## config.mk

```make
export PLATFORM = sky130hd
export DESIGN_NAME = buzzer_tone_pattern_sequencer_top
export DESIGN_NICKNAME = d
export VERILOG_FILES = /design/src/hw/rtl/btps_pkg.sv /design/src/hw/rtl/btps_ram.sv /design/src/hw/rtl/buzzer_tone_pattern_sequencer_top.sv
export SDC_FILE = /design/constraint.sdc
export NUM_CORES = 1
export LEC_CHECK = 0
export BUFFER_PORTS_ARGS = -buffer_cell sky130_fd_sc_hd__buf_4
export CAP_MARGIN = 20
export CORE_AREA = 2 2 109 111
export CTS_BUF_LIST = sky130_fd_sc_hd__clkbuf_8 sky130_fd_sc_hd__clkbuf_16
export DETAILED_ROUTE_END_ITERATION = 10
export DIE_AREA = 0 0 111 113
export SYNTH_ARGS = -nofsm -noshare
export SYNTH_HDL_FRONTEND = slang
export SYNTH_SLANG_ARGS = --single-unit
```

## constraint.sdc

```tcl
create_clock -name clk_i -period 6 [get_ports clk_i]
set_clock_uncertainty 0.2 [all_clocks]
set_input_delay 0.9 -clock clk_i [delete_from_list [all_inputs] [get_ports clk_i]]
set_output_delay 0.9 -clock clk_i [all_outputs]
set_load 0.01 [all_outputs]
```

## src/hw/rtl/btps_pkg.sv

```systemverilog
// Package for the buzzer tone pattern sequencer: pattern ROM, state record and function codes.
// Used by btps_ram consumers and by buzzer_tone_pattern_sequencer_top. No dependencies.
package btps_pkg;

  localparam int NUM_PATTERNS      = 6;
  localparam int MAX_PATTERN_WORDS = 12;
  localparam int ROM_ROWS          = 8;
  localparam int ROM_COLS          = 16;

  localparam int FREQ_W = 12;
  localparam int DUR_W  = 8;
  localparam int SEL_W  = 3;
  localparam int POS_W  = 4;
  localparam int FUNC_W = 2;

  // Function codes of an input beat; code three is unused.
  typedef enum logic [FUNC_W-1:0] {
    FUNC_TICK = 2'd0,
    FUNC_PLAY = 2'd1,
    FUNC_MUTE = 2'd2
  } func_e;

  // Sequencer state record, kept in the state memory.
  typedef struct packed {
    logic              active;
    logic [SEL_W-1:0]  pattern_index;
    logic [POS_W-1:0]  word_position;
    logic [DUR_W-1:0]  remaining_ms;
    logic              mute_flag;
    logic [FREQ_W-1:0] current_freq;
  } state_t;

  localparam int STATE_W = $bits(state_t);

  // Pattern words: frequency and duration pairs, rows past the defined patterns are silent.
  localparam logic [FREQ_W-1:0] ROM_WORDS [ROM_ROWS][ROM_COLS] = '{
    '{12'd2000, 12'd30, 12'd0, 12'd0, 12'd0, 12'd0, 12'd0, 12'd0,
      12'd0, 12'd0, 12'd0, 12'd0, 12'd0, 12'd0, 12'd0, 12'd0},
    '{12'd1000, 12'd80, 12'd0, 12'd30, 12'd2000, 12'd80, 12'd0, 12'd0,
      12'd0, 12'd0, 12'd0, 12'd0, 12'd0, 12'd0, 12'd0, 12'd0},
    '{12'd2000, 12'd80, 12'd0, 12'd30, 12'd1000, 12'd80, 12'd0, 12'd0,
      12'd0, 12'd0, 12'd0, 12'd0, 12'd0, 12'd0, 12'd0, 12'd0},
    '{12'd1500, 12'd60, 12'd0, 12'd40, 12'd2500, 12'd60, 12'd0, 12'd40,
      12'd3500, 12'd80, 12'd0, 12'd0, 12'd0, 12'd0, 12'd0, 12'd0},
    '{12'd400, 12'd150, 12'd0, 12'd80, 12'd400, 12'd150, 12'd0, 12'd0,
      12'd0, 12'd0, 12'd0, 12'd0, 12'd0, 12'd0, 12'd0, 12'd0},
    '{12'd800, 12'd100, 12'd0, 12'd100, 12'd800, 12'd100, 12'd0, 12'd0,
      12'd0, 12'd0, 12'd0, 12'd0, 12'd0, 12'd0, 12'd0, 12'd0},
    '{default: 12'd0},
    '{default: 12'd0}
  };

  localparam logic [POS_W-1:0] ROM_LENGTH [ROM_ROWS] = '{
    4'd4, 4'd8, 4'd8, 4'd12, 4'd8, 4'd8, 4'd0, 4'd0
  };

  // Pattern length, limited to the longest pattern allowed.
  function automatic logic [POS_W-1:0] pattern_len(input logic [SEL_W-1:0] pat);
    logic [POS_W-1:0] len;
    len = ROM_LENGTH[pat];
    if (int'(len) > MAX_PATTERN_WORDS) begin
      len = POS_W'(MAX_PATTERN_WORDS);
    end
    return len;
  endfunction

endpackage

```

## src/hw/rtl/btps_ram.sv

```systemverilog
// Generic single-port-write, single-port-read RAM with a registered read.
// Stand-alone; used by the buzzer tone pattern sequencer for its state record.
module btps_ram #(
  parameter int WIDTH = 8,
  parameter int DEPTH = 1
) (
  input  logic                                      clk_i,
  input  logic                                      we_i,
  input  logic [((DEPTH > 1) ? $clog2(DEPTH) : 1)-1:0] waddr_i,
  input  logic [WIDTH-1:0]                          wdata_i,
  input  logic                                      re_i,
  input  logic [((DEPTH > 1) ? $clog2(DEPTH) : 1)-1:0] raddr_i,
  output logic [WIDTH-1:0]                          rdata_o
);

  logic [WIDTH-1:0] mem_q [DEPTH];
  logic [WIDTH-1:0] rdata_q;

  // Write port.
  always_ff @(posedge clk_i) begin
    if (we_i) begin
      mem_q[waddr_i] <= wdata_i;
    end
  end

  // Read port; returns the old contents on a same-cycle write.
  always_ff @(posedge clk_i) begin
    if (re_i) begin
      rdata_q <= mem_q[raddr_i];
    end
  end

  assign rdata_o = rdata_q;

endmodule

```

## src/hw/rtl/buzzer_tone_pattern_sequencer_top.sv

```systemverilog
// Buzzer tone pattern sequencer: plays fixed beep patterns on tick, play and mute beats.
// Depends on btps_pkg and btps_ram.
//
// Usage:
//   Input channel (in_valid_i / in_ready_o) carries one beat per command: a one
//   millisecond tick, a play request with a pattern select, or a mute setting.
//   Output channel (out_valid_o / out_ready_i) returns exactly one beat per
//   input beat: the frequency now driven, the playing and muted flags, and a
//   finished flag that is high when a pattern ended on that beat.
//   An accepted beat passes the compute stage register, then the output register.
//   Throughput is one beat per cycle while the receiver takes results: the
//   state record is read from the state memory in the accept cycle, written back
//   as the beat leaves the compute stage, and forwarded to a beat directly behind.
//   At reset the sequencer is idle, unmuted and silent; the state memory is not
//   cleared, a written flag makes it read as all zero until its first write.
//   When the receiver stalls, the result holds in the output register, one
//   more beat waits in the compute stage, and in_ready_o then falls.
module buzzer_tone_pattern_sequencer_top
  import btps_pkg::*;
(
  input  logic              clk_i,
  input  logic              rst_ni,
  input  logic              in_valid_i,
  output logic              in_ready_o,
  input  logic [FUNC_W-1:0] func_i,
  input  logic [SEL_W-1:0]  pattern_select_i,
  input  logic              mute_value_i,
  output logic              out_valid_o,
  input  logic              out_ready_i,
  output logic [FREQ_W-1:0] freq_hz_o,
  output logic              playing_o,
  output logic              muted_o,
  output logic              finished_o
);

  logic              in_fire;
  logic              s2_fire;
  logic              s2_advance;

  logic              s2_valid_q;
  logic [FUNC_W-1:0] s2_func_q;
  logic [SEL_W-1:0]  s2_sel_q;
  logic              s2_mv_q;

  logic              fwd_q;
  state_t            fwd_data_q;
  logic              ram_written_q;
  logic [STATE_W-1:0] ram_rdata;

  state_t            cur_state;
  state_t            nxt_state;
  logic              finished_d;
  logic [DUR_W-1:0]  rem_dec;
  logic [POS_W-1:0]  pos_next;
  logic [FREQ_W-1:0] rom_f;
  logic [FREQ_W-1:0] rom_d;

  logic              out_valid_q;
  logic [FREQ_W-1:0] freq_q;
  logic              playing_q;
  logic              muted_q;
  logic              finished_q;

  // Handshake: the compute stage moves on when the output register is free or drains.
  assign s2_advance = !out_valid_q || out_ready_i;
  assign s2_fire    = s2_valid_q && s2_advance;
  assign in_ready_o = !s2_valid_q || s2_advance;
  assign in_fire    = in_valid_i && in_ready_o;

  // State memory: one record, read on accept, written back when the beat completes.
  btps_ram #(
    .WIDTH (STATE_W),
    .DEPTH (1)
  ) u_state_ram (
    .clk_i   (clk_i),
    .we_i    (s2_fire),
    .waddr_i (1'b0),
    .wdata_i (nxt_state),
    .re_i    (in_fire),
    .raddr_i (1'b0),
    .rdata_o (ram_rdata)
  );

  // Compute stage control.
  always_ff @(posedge clk_i or negedge rst_ni) begin
    if (!rst_ni) begin
      s2_valid_q    <= 1'b0;
      fwd_q         <= 1'b0;
      ram_written_q <= 1'b0;
    end else begin
      if (in_fire) begin
        s2_valid_q <= 1'b1;
        fwd_q      <= s2_fire;
      end else if (s2_fire) begin
        s2_valid_q <= 1'b0;
      end
      if (s2_fire) begin
        ram_written_q <= 1'b1;
      end
    end
  end

  // Compute stage payload and the forwarded copy of the last write.
  always_ff @(posedge clk_i) begin
    if (in_fire) begin
      s2_func_q <= func_i;
      s2_sel_q  <= pattern_select_i;
      s2_mv_q   <= mute_value_i;
    end
    if (s2_fire) begin
      fwd_data_q <= nxt_state;
    end
  end

  // The record the memory read missed is forwarded; an unwritten memory reads as reset.
  always_comb begin
    if (fwd_q) begin
      cur_state = fwd_data_q;
    end else if (ram_written_q) begin
      cur_state = state_t'(ram_rdata);
    end else begin
      cur_state = '0;
    end
  end

  // Pattern ROM lookups for the next pair of the running pattern.
  assign pos_next = cur_state.word_position + POS_W'(1);
  assign rom_f    = ROM_WORDS[cur_state.pattern_index][cur_state.word_position];
  assign rom_d    = ROM_WORDS[cur_state.pattern_index][pos_next];
  assign rem_dec  = (cur_state.remaining_ms != '0) ? cur_state.remaining_ms - DUR_W'(1) : '0;

  // Read-modify-write of the state record for one beat.
  always_comb begin
    nxt_state  = cur_state;
    finished_d = 1'b0;
    case (func_e'(s2_func_q))
      FUNC_TICK: begin
        if (cur_state.active) begin
          nxt_state.remaining_ms = rem_dec;
          if (rem_dec == '0) begin
            if ((cur_state.word_position >= pattern_len(cur_state.pattern_index)) ||
                ((rom_f == '0) && (rom_d == '0))) begin
              nxt_state.current_freq = '0;
              nxt_state.active       = 1'b0;
              finished_d             = 1'b1;
            end else begin
              nxt_state.current_freq  = rom_f;
              nxt_state.remaining_ms  = rom_d[DUR_W-1:0];
              nxt_state.word_position = cur_state.word_position + POS_W'(2);
            end
          end
        end
      end
      FUNC_PLAY: begin
        if (!cur_state.mute_flag && (int'(s2_sel_q) < NUM_PATTERNS)) begin
          nxt_state.pattern_index = s2_sel_q;
          nxt_state.active        = 1'b1;
          nxt_state.current_freq  = ROM_WORDS[s2_sel_q][0];
          nxt_state.remaining_ms  = ROM_WORDS[s2_sel_q][1][DUR_W-1:0];
          nxt_state.word_position = POS_W'(2);
        end
      end
      FUNC_MUTE: begin
        nxt_state.mute_flag = s2_mv_q;
        if (s2_mv_q) begin
          nxt_state.current_freq = '0;
          nxt_state.active       = 1'b0;
        end
      end
      default: begin
        nxt_state = cur_state;
      end
    endcase
  end

  // Output register.
  always_ff @(posedge clk_i or negedge rst_ni) begin
    if (!rst_ni) begin
      out_valid_q <= 1'b0;
    end else if (s2_advance) begin
      out_valid_q <= s2_valid_q;
    end
  end

  always_ff @(posedge clk_i) begin
    if (s2_fire) begin
      freq_q     <= nxt_state.current_freq;
      playing_q  <= nxt_state.active;
      muted_q    <= nxt_state.mute_flag;
      finished_q <= finished_d;
    end
  end

  assign out_valid_o = out_valid_q;
  assign freq_hz_o   = freq_q;
  assign playing_o   = playing_q;
  assign muted_o     = muted_q;
  assign finished_o  = finished_q;

`ifndef ASSERT_OFF
  // A finished pattern leaves the sequencer idle.
  a_finished_idle: assert property (@(posedge clk_i) disable iff (!rst_ni)
    (out_valid_q && finished_q) |-> !playing_q)
    else $error("finished result while still playing");

  // An idle sequencer drives silence.
  a_idle_silent: assert property (@(posedge clk_i) disable iff (!rst_ni)
    (out_valid_q && !playing_q) |-> (freq_q == '0))
    else $error("tone driven while idle");

  // Muting drops any pattern.
  a_muted_idle: assert property (@(posedge clk_i) disable iff (!rst_ni)
    (out_valid_q && muted_q) |-> !playing_q)
    else $error("pattern active while muted");

  // Forwarding is only selected behind a write-back in the previous cycle.
  a_fwd_after_write: assert property (@(posedge clk_i) disable iff (!rst_ni)
    (s2_valid_q && fwd_q && $rose(s2_valid_q) == 1'b0 && $past(in_fire)) |-> $past(s2_fire))
    else $error("forwarded state without a preceding write-back");
`endif

endmodule
```

==> reports/summary.txt, run 1 <==
H-tree levels - 3
FF/Latch Area - 2050 um^2
RSZ-0062 raised after global routing - false
Status - completed
Mapped Area - 5070 um^2
Sinks on Clock Net - 69
Worst slew margin - 0.454
Drt pass-1 iters - 5
CP Max Fanout - 42
Worst skew pair latency - 0.34 ns
Die area - 12500 um^2
Endpoints failing setup - 0
Drt initial violations - 480
Multi-input logic area - 2690 um^2
Total of max-cap violations - 0
Critical-path top delay cell - dfrtp_2
Grt total ovfl - 0
Remaining antenna violation count - 0
Layout area overhead - 10.7%
Synth area leader - edfxtp_1
Crit path top cell by count - nand2_1
Final Cycle Share - 0.835
Min-Delay Path Class - in -> async
Fillers - 1059
CTS resizes - 0
Core area - 11300 um^2
Share of post-route cells with drive strength above 1 - 0.125
First-pass GRT wire length - 25500 um
Final hold violation count - 0
CTS tree - built
N_diodes - 0
Period minus WS final - 5.01 ns
WS Path Type - reg -> reg
Fin worst setup slack - 0.989 ns
Drt total wl - 16400 um
Worst Tran Pin Value - 0.815 ns
Number of enable flip-flop cells after synthesis - 65
Placer Congestion - 1.03
Worst path top cell family by delay - simple AND/OR/NAND/NOR gates
Sequential-to-total area share from yosys stat - 0.405
Distinct cells, synth - 75
# DRC - 0
Syn Area/Cell - 9.19 um^2
Mapped Cells - 552
Number of hold buffers added after CTS - 0
Cell Pwr Density - 354 nW/um^2
#FFs+latches synth - 69
Root buffer selected by CTS - clkbuf_16
Worst-path clk slew - 0.06 ns
Mapped Nets - 578
Synth top area cells - edfxtp_1 38%, o21ai_0 4.6%, ha_1 3.9%
Cells along the critical path - nand2_1 -> nand2_1 -> clkinv_1 -> ha_1 -> inv_1 -> a211oi_1 -> o21ai_0 -> o211ai_1 -> or4b_4 -> nor4_4 -> or3_1 -> o22ai_1
Largest net degree at the start of global routing - 43
Most frequent cell after synthesis - edfxtp_1
Worst path arrival time - 4.87 ns
Die H - 113 um
Synth cell count leaders - 65 x edfxtp_1, 47 x o21ai_0, 44 x nand2_1
Vias per inst - 6.78
I/O pin cnt - 27
Via Count - 4768
Row count - 39
Fmax - 0.200 GHz
Inserted Clock Buffers - 9
Number of global-route vias before repair - 4483
Tot GR Track Use - 0.261
Final net count - 581
Pre-CTS WS - 1.09 ns
Syn. warnings - 0
# Post-CTS Setup Buffers - 0
Data required, critical path - 5.85 ns
Antenna violations before repair - 0
Wire length per cell - 23.3 um
Dpl hpwl - 12200 um
Critical path's largest stage delay - 0.81 ns
Port bufs - 26
Static leakage - 2.02 nW
CTS Buffer Depth - 2
Worst setup EP type - flop
DIE WIDTH - 111 um
Synth async-reset ratio - 0.0580
CP Launch Type - flop
Maximum vdd ir drop - 0.213 mV
Post-synth top flop - edfxtp_1
CP bufs+invs - 2
Share of the synthesized area in the top cell type - 0.385
Starting Density - 0.450
Pins Over Slew Limit - 0
Fin Setup TNS - 0 ns
-- final timing paths --
path	from	endpoint	slack [ns]	cells past startpoint
setup / recovery	fwd_q$_DFFE_PN0P_	freq_hz_o[1]$_DFFE_PP_	0.99	12
hold / removal	rst_ni	out_valid_o$_DFFE_PN0P_	0.15	1
setup reg to reg	fwd_q$_DFFE_PN0P_	freq_hz_o[1]$_DFFE_PP_	0.99	12
hold reg to reg	u_state_ram.mem_q[0][20]$_DFFE_PP_	u_state_ram.rdata_o[20]$_DFFE_PP_	0.26	0
max in group asynchronous	rst_ni	fwd_q$_DFFE_PN0P_	5.32	1
min in group clk_i	u_state_ram.mem_q[0][20]$_DFFE_PP_	u_state_ram.rdata_o[20]$_DFFE_PP_	0.26	0
-- stage by stage --
step / power [mW] / instances / utilization / instance area, um^2 / hold WS [ns]
after global routing: 2.08 / 703 / 0.498 / 5610 / 0.147
after global placement: 1.41 / 687 / 0.469 / 5290 / 0.245
after detailed placement: 1.39 / 687 / 0.469 / 5290 / 0.257
final: 1.99 / 703 / 0.498 / 5610 / 0.154
after CTS: 1.97 / 703 / 0.498 / 5610 / 0.150
after floorplan: 1.18 / 552 / - / 5070 / 0.228
-- per-layer routing --
| layer | part of all wire | GRT usage |
|---|---|---|
| met5 | 0 | 0 |
| met4 | 0.038 | 0.117 |
| met2 | 0.48 | 0.436 |
| met1 | 0.41 | 0.334 |
| met3 | 0.072 | 0.0477 |
-- placed cells by master (no fill, tap or decap), types with 5 or more instances in the layout --
cell,instances
a211oi_1,8
a21oi_1,32
a22o_1,11
a22oi_1,21
and2_1,7
buf_4,38
clkbuf_16,9
edfxtp_1,65
ha_1,16
inv_1,19
mux2i_1,5
nand2_1,44
nand2b_1,6
nand3_1,15
nand3b_1,6
nand4_1,5
nor2_1,37
nor3_1,11
nor4_1,5
o211ai_1,9
o21ai_0,47
o21ai_1,13
o22ai_1,14
o31ai_1,5
or3_1,7
xnor2_1,5
-- layout make-up --
type                    count  area share
clock buffers               9      0.0401
flip-flops and latches     69       0.366
multi-input cells         415       0.479
clock inverters             7      0.0174
repair buffers             38      0.0508
well taps                 143      0.0319
inverters                  22      0.0147
-- sequential cells by signal, summed over array words and instances (netlist names) --
name,cells
out_valid_o,1
s2_func_q,2
fwd_data_q,12
playing_o,1
s2_valid_q,1
s2_mv_q,1
freq_hz_o,11
finished_o,1
u_state_ram.rdata_o,29
fwd_q,1
ram_written_q,1
s2_sel_q,3
u_state_ram.mem_q,5
-- power breakdown --
part	switching, mW	total (mW)	internal, mW	leakage (nW)
logic	0.485	0.747	0.262	1.20
registers	0.0580	0.663	0.605	0.672
clock network	0.213	0.578	0.365	0.154
total	0.757	1.99	1.23	2.02
-- cell families (layout without fill, tap and decap cells) --
group	after synthesis	in the layout	synth area share
AOI/OAI and AO/OA	218	218	0.295
muxes	5	5	0.00987
adders and majority gates	16	16	0.0395
buffers and inverters	68	76	0.0654
and+or+nand+nor	170	170	0.176
DFF	69	69	0.405
xor gates and xnor gates	6	6	0.0104
-- worst register-to-register path, cell delays in order (launching register included) --
cell	delay, ns
dfrtp_2	0.81
nand2_1	0.28
nand2_1	0.46
clkinv_1	0.17
ha_1	0.45
inv_1	0.23
a211oi_1	0.08
o21ai_0	0.41
o211ai_1	0.19
or4b_4	0.58
nor4_4	0.31
or3_1	0.42
o22ai_1	0.14
Power figures use the tool's default switching activity.
==> run 2, diff against run 1 <==
clock period = 5.1 ns   (was 6 ns; I/O delays follow)
==> run 2 against run 1 <==
  * Final cell count grew 2.3%
  * Non-clock buffer count up 17
  * Global-route usage increased by 2.0 points
  * Utilization grew 1.0 points
  * Critical path type unchanged
  * Critical endpoint is now freq_hz_o[8]$_DFFE_PP_
  * Highest routed layer unchanged
  * Clock-buffer cell count did not move
==> reports/summary.txt, run 2 (same netlist as run 1, synthesis figures left out) <==
Status - completed
First-pass GRT wire length - 27100 um (+6.4%)
DP Area - 5420 um^2 (+2.4%)
Combinational share of power - 0.392 (+0.016)
Drt pass-1 iters - 6 (+1)
Final Cycle Share - 0.924 (+0.0884)
Vias per inst - 6.59 (-2.9%)
Commonest non-fill, non-tap cell in the layout - edfxtp_1
Max FFs per register - 29 (unchanged)
I/O pin cnt - 27 (unchanged)
Most frequent cells in the layout - 65 x edfxtp_1, 55 x buf_4, 47 x o21ai_0, 44 x nand2_1, 37 x nor2_1
CTS Buffer Depth - 2 (unchanged)
RSZ-0062 raised after global routing - false
Psw - 0.901 mW (+19%)
N_diodes - 0 (unchanged)
Data required, critical path - 5.08 ns (-0.77 ns)
Worst skew pair latency - 0.34 ns (about the same)
Number of global-route vias before repair - 4646 (+3.6%)
Clock Power Share - 0.280 (-0.011)
Grt total ovfl - 0 (unchanged)
Sinks on Clock Net - 69 (unchanged)
Layout area overhead - 13.0%
Wire length per cell - 24.3 um (+4.2%)
Internal - 1.48 mW (+20%)
Worst path arrival time - 4.69 ns (-0.18 ns)
Via Count - 4736 (-0.67%)
Worst-path clk slew - 0.06 ns (about the same)
Worst Tran Pin Value - 0.857 ns (+0.0417 ns)
Inserted Clock Buffers - 9 (unchanged)
Antenna violations before repair - 0 (unchanged)
Net Sw Frac - 0.379 (-0.00154)
Cell Pwr Density - 415 nW/um^2 (+17%)
Placer Congestion - 1.04 (+0.85%)
Starting Density - 0.450 (unchanged)
WS Path Type - reg -> reg
Maximum vdd ir drop - 0.224 mV (+5.4%)
Port bufs - 26 (unchanged)
Utilization after layout - 0.508 (+0.0104)
Drt initial violations - 440 (-8.3%)
CTS resizes - 0 (unchanged)
Largest net degree at the start of global routing - 33 (-23%)
Tot GR Track Use - 0.282 (+0.0204)
Pins Over Slew Limit - 0 (unchanged)
Fmax - 0.212 GHz (+6.4%)
Dpl hpwl - 13200 um (+7.8%)
Core area - 11300 um^2 (unchanged)
Worst setup EP type - flop
CP Launch Type - flop
Row count - 39 (unchanged)
Drt total wl - 17500 um (+6.6%)
Min-Delay Path Class - in -> async
Remaining antenna violation count - 0 (unchanged)
Total power - 2.38 mW (+19%)
Final hold violation count - 0 (unchanged)
Period minus WS final - 4.71 ns (-0.301 ns)
Endpoints failing setup - 0 (unchanged)
Share of post-route cells with drive strength above 1 - 0.151 (+0.0260)
DIE WIDTH - 111 um (unchanged)
Fin Setup TNS - 0 ns (unchanged)
Total of max-cap violations - 0 (unchanged)
Number of hold buffers added after CTS - 0 (unchanged)
# Post-CTS Setup Buffers - 0 (unchanged)
Static leakage - 2.11 nW (+4.0%)
Sequential Power Share - 0.328 (-0.006)
Die H - 113 um (unchanged)
Die area - 12500 um^2 (unchanged)
Final net count - 598 (+2.9%)
CP Max Fanout - 31 (-26%)
Root buffer selected by CTS - clkbuf_16
CTS tree - built
# DRC - 0 (unchanged)
H-tree levels - 3 (unchanged)
Worst slew margin - 0.424 (-0.0306)
Post-layout instance area - 5730 um^2 (+2.1%)
-- run 2: cell types whose count changed in the layout (fill, tap and decap cells not counted) --
cell,before,now
clkinv_4,2,1
clkinv_1,2,1
clkinvlp_4,1,0
buf_4,38,55
clkinv_2,0,2
-- run 2: final cells by class --
cell class / instances / area, um^2
Clock buffer: 9 / 225
Multi-Input combinational cell: 415 / 2690
Tap cell: 143 / 179
Inverter: 22 / 82.6
Fill cell: 1042 / 5540
Timing Repair Buffer: 55 / 413
Sequential cell: 69 / 2050
Clock inverter: 6 / 87.6
-- run 2: power groups by stage --
stage	combinational (mW)	clock (mW)	sequential (mW)
2_1_floorplan	0.636	0	0.755
3_3_place_gp	0.920	0	0.786
3_5_place_dp	0.903	0	0.787
4_1_cts	0.908	0.673	0.777
5_1_grt	1.00	0.702	0.787
6_report	0.931	0.666	0.779
-- run 2: worst max-delay path, stage by stage (launching register included) --
cell	delay [ns]
dfrtp_2	0.57
buf_4	0.28
buf_4	0.24
a22o_1	0.27
inv_1	0.13
ha_1	0.32
inv_1	0.11
or4_1	0.59
or2_1	0.36
a211oi_4	0.45
nand2_2	0.14
or3_1	0.63
o221ai_2	0.25
-- run 2: worst paths after layout --
check	start	endpoint	slack, ns	cells past startpoint
max in group asynchronous	rst_ni	fwd_q$_DFFE_PN0P_	4.55	1
min	rst_ni	out_valid_o$_DFFE_PN0P_	0.02	1
min in group clk_i	u_state_ram.mem_q[0][20]$_DFFE_PP_	u_state_ram.rdata_o[20]$_DFFE_PP_	0.26	0
min reg2reg	u_state_ram.mem_q[0][20]$_DFFE_PP_	u_state_ram.rdata_o[20]$_DFFE_PP_	0.26	0
max	fwd_q$_DFFE_PN0P_	freq_hz_o[8]$_DFFE_PP_	0.39	12
max reg2reg	fwd_q$_DFFE_PN0P_	freq_hz_o[8]$_DFFE_PP_	0.39	12
-- run 2: through the flow --
step	instances	worst slack (ns)	hold WS [ns]
CTS	719	0.461	0.0155
global placement	704	0.476	0.245
detailed placement	704	0.457	0.254
floorplan	552	0.443	0.228
finish	719	0.390	0.0219
global route	719	0.117	0.0129
-- run 2: routing by layer --
metal | share of wire | wire length [um] | global-route usage
met5 | 0 | 0 | 0
met4 | 0.044 | 769 | 0.133
met3 | 0.075 | 1310 | 0.0493
met2 | 0.47 | 8260 | 0.460
met1 | 0.41 | 7130 | 0.366
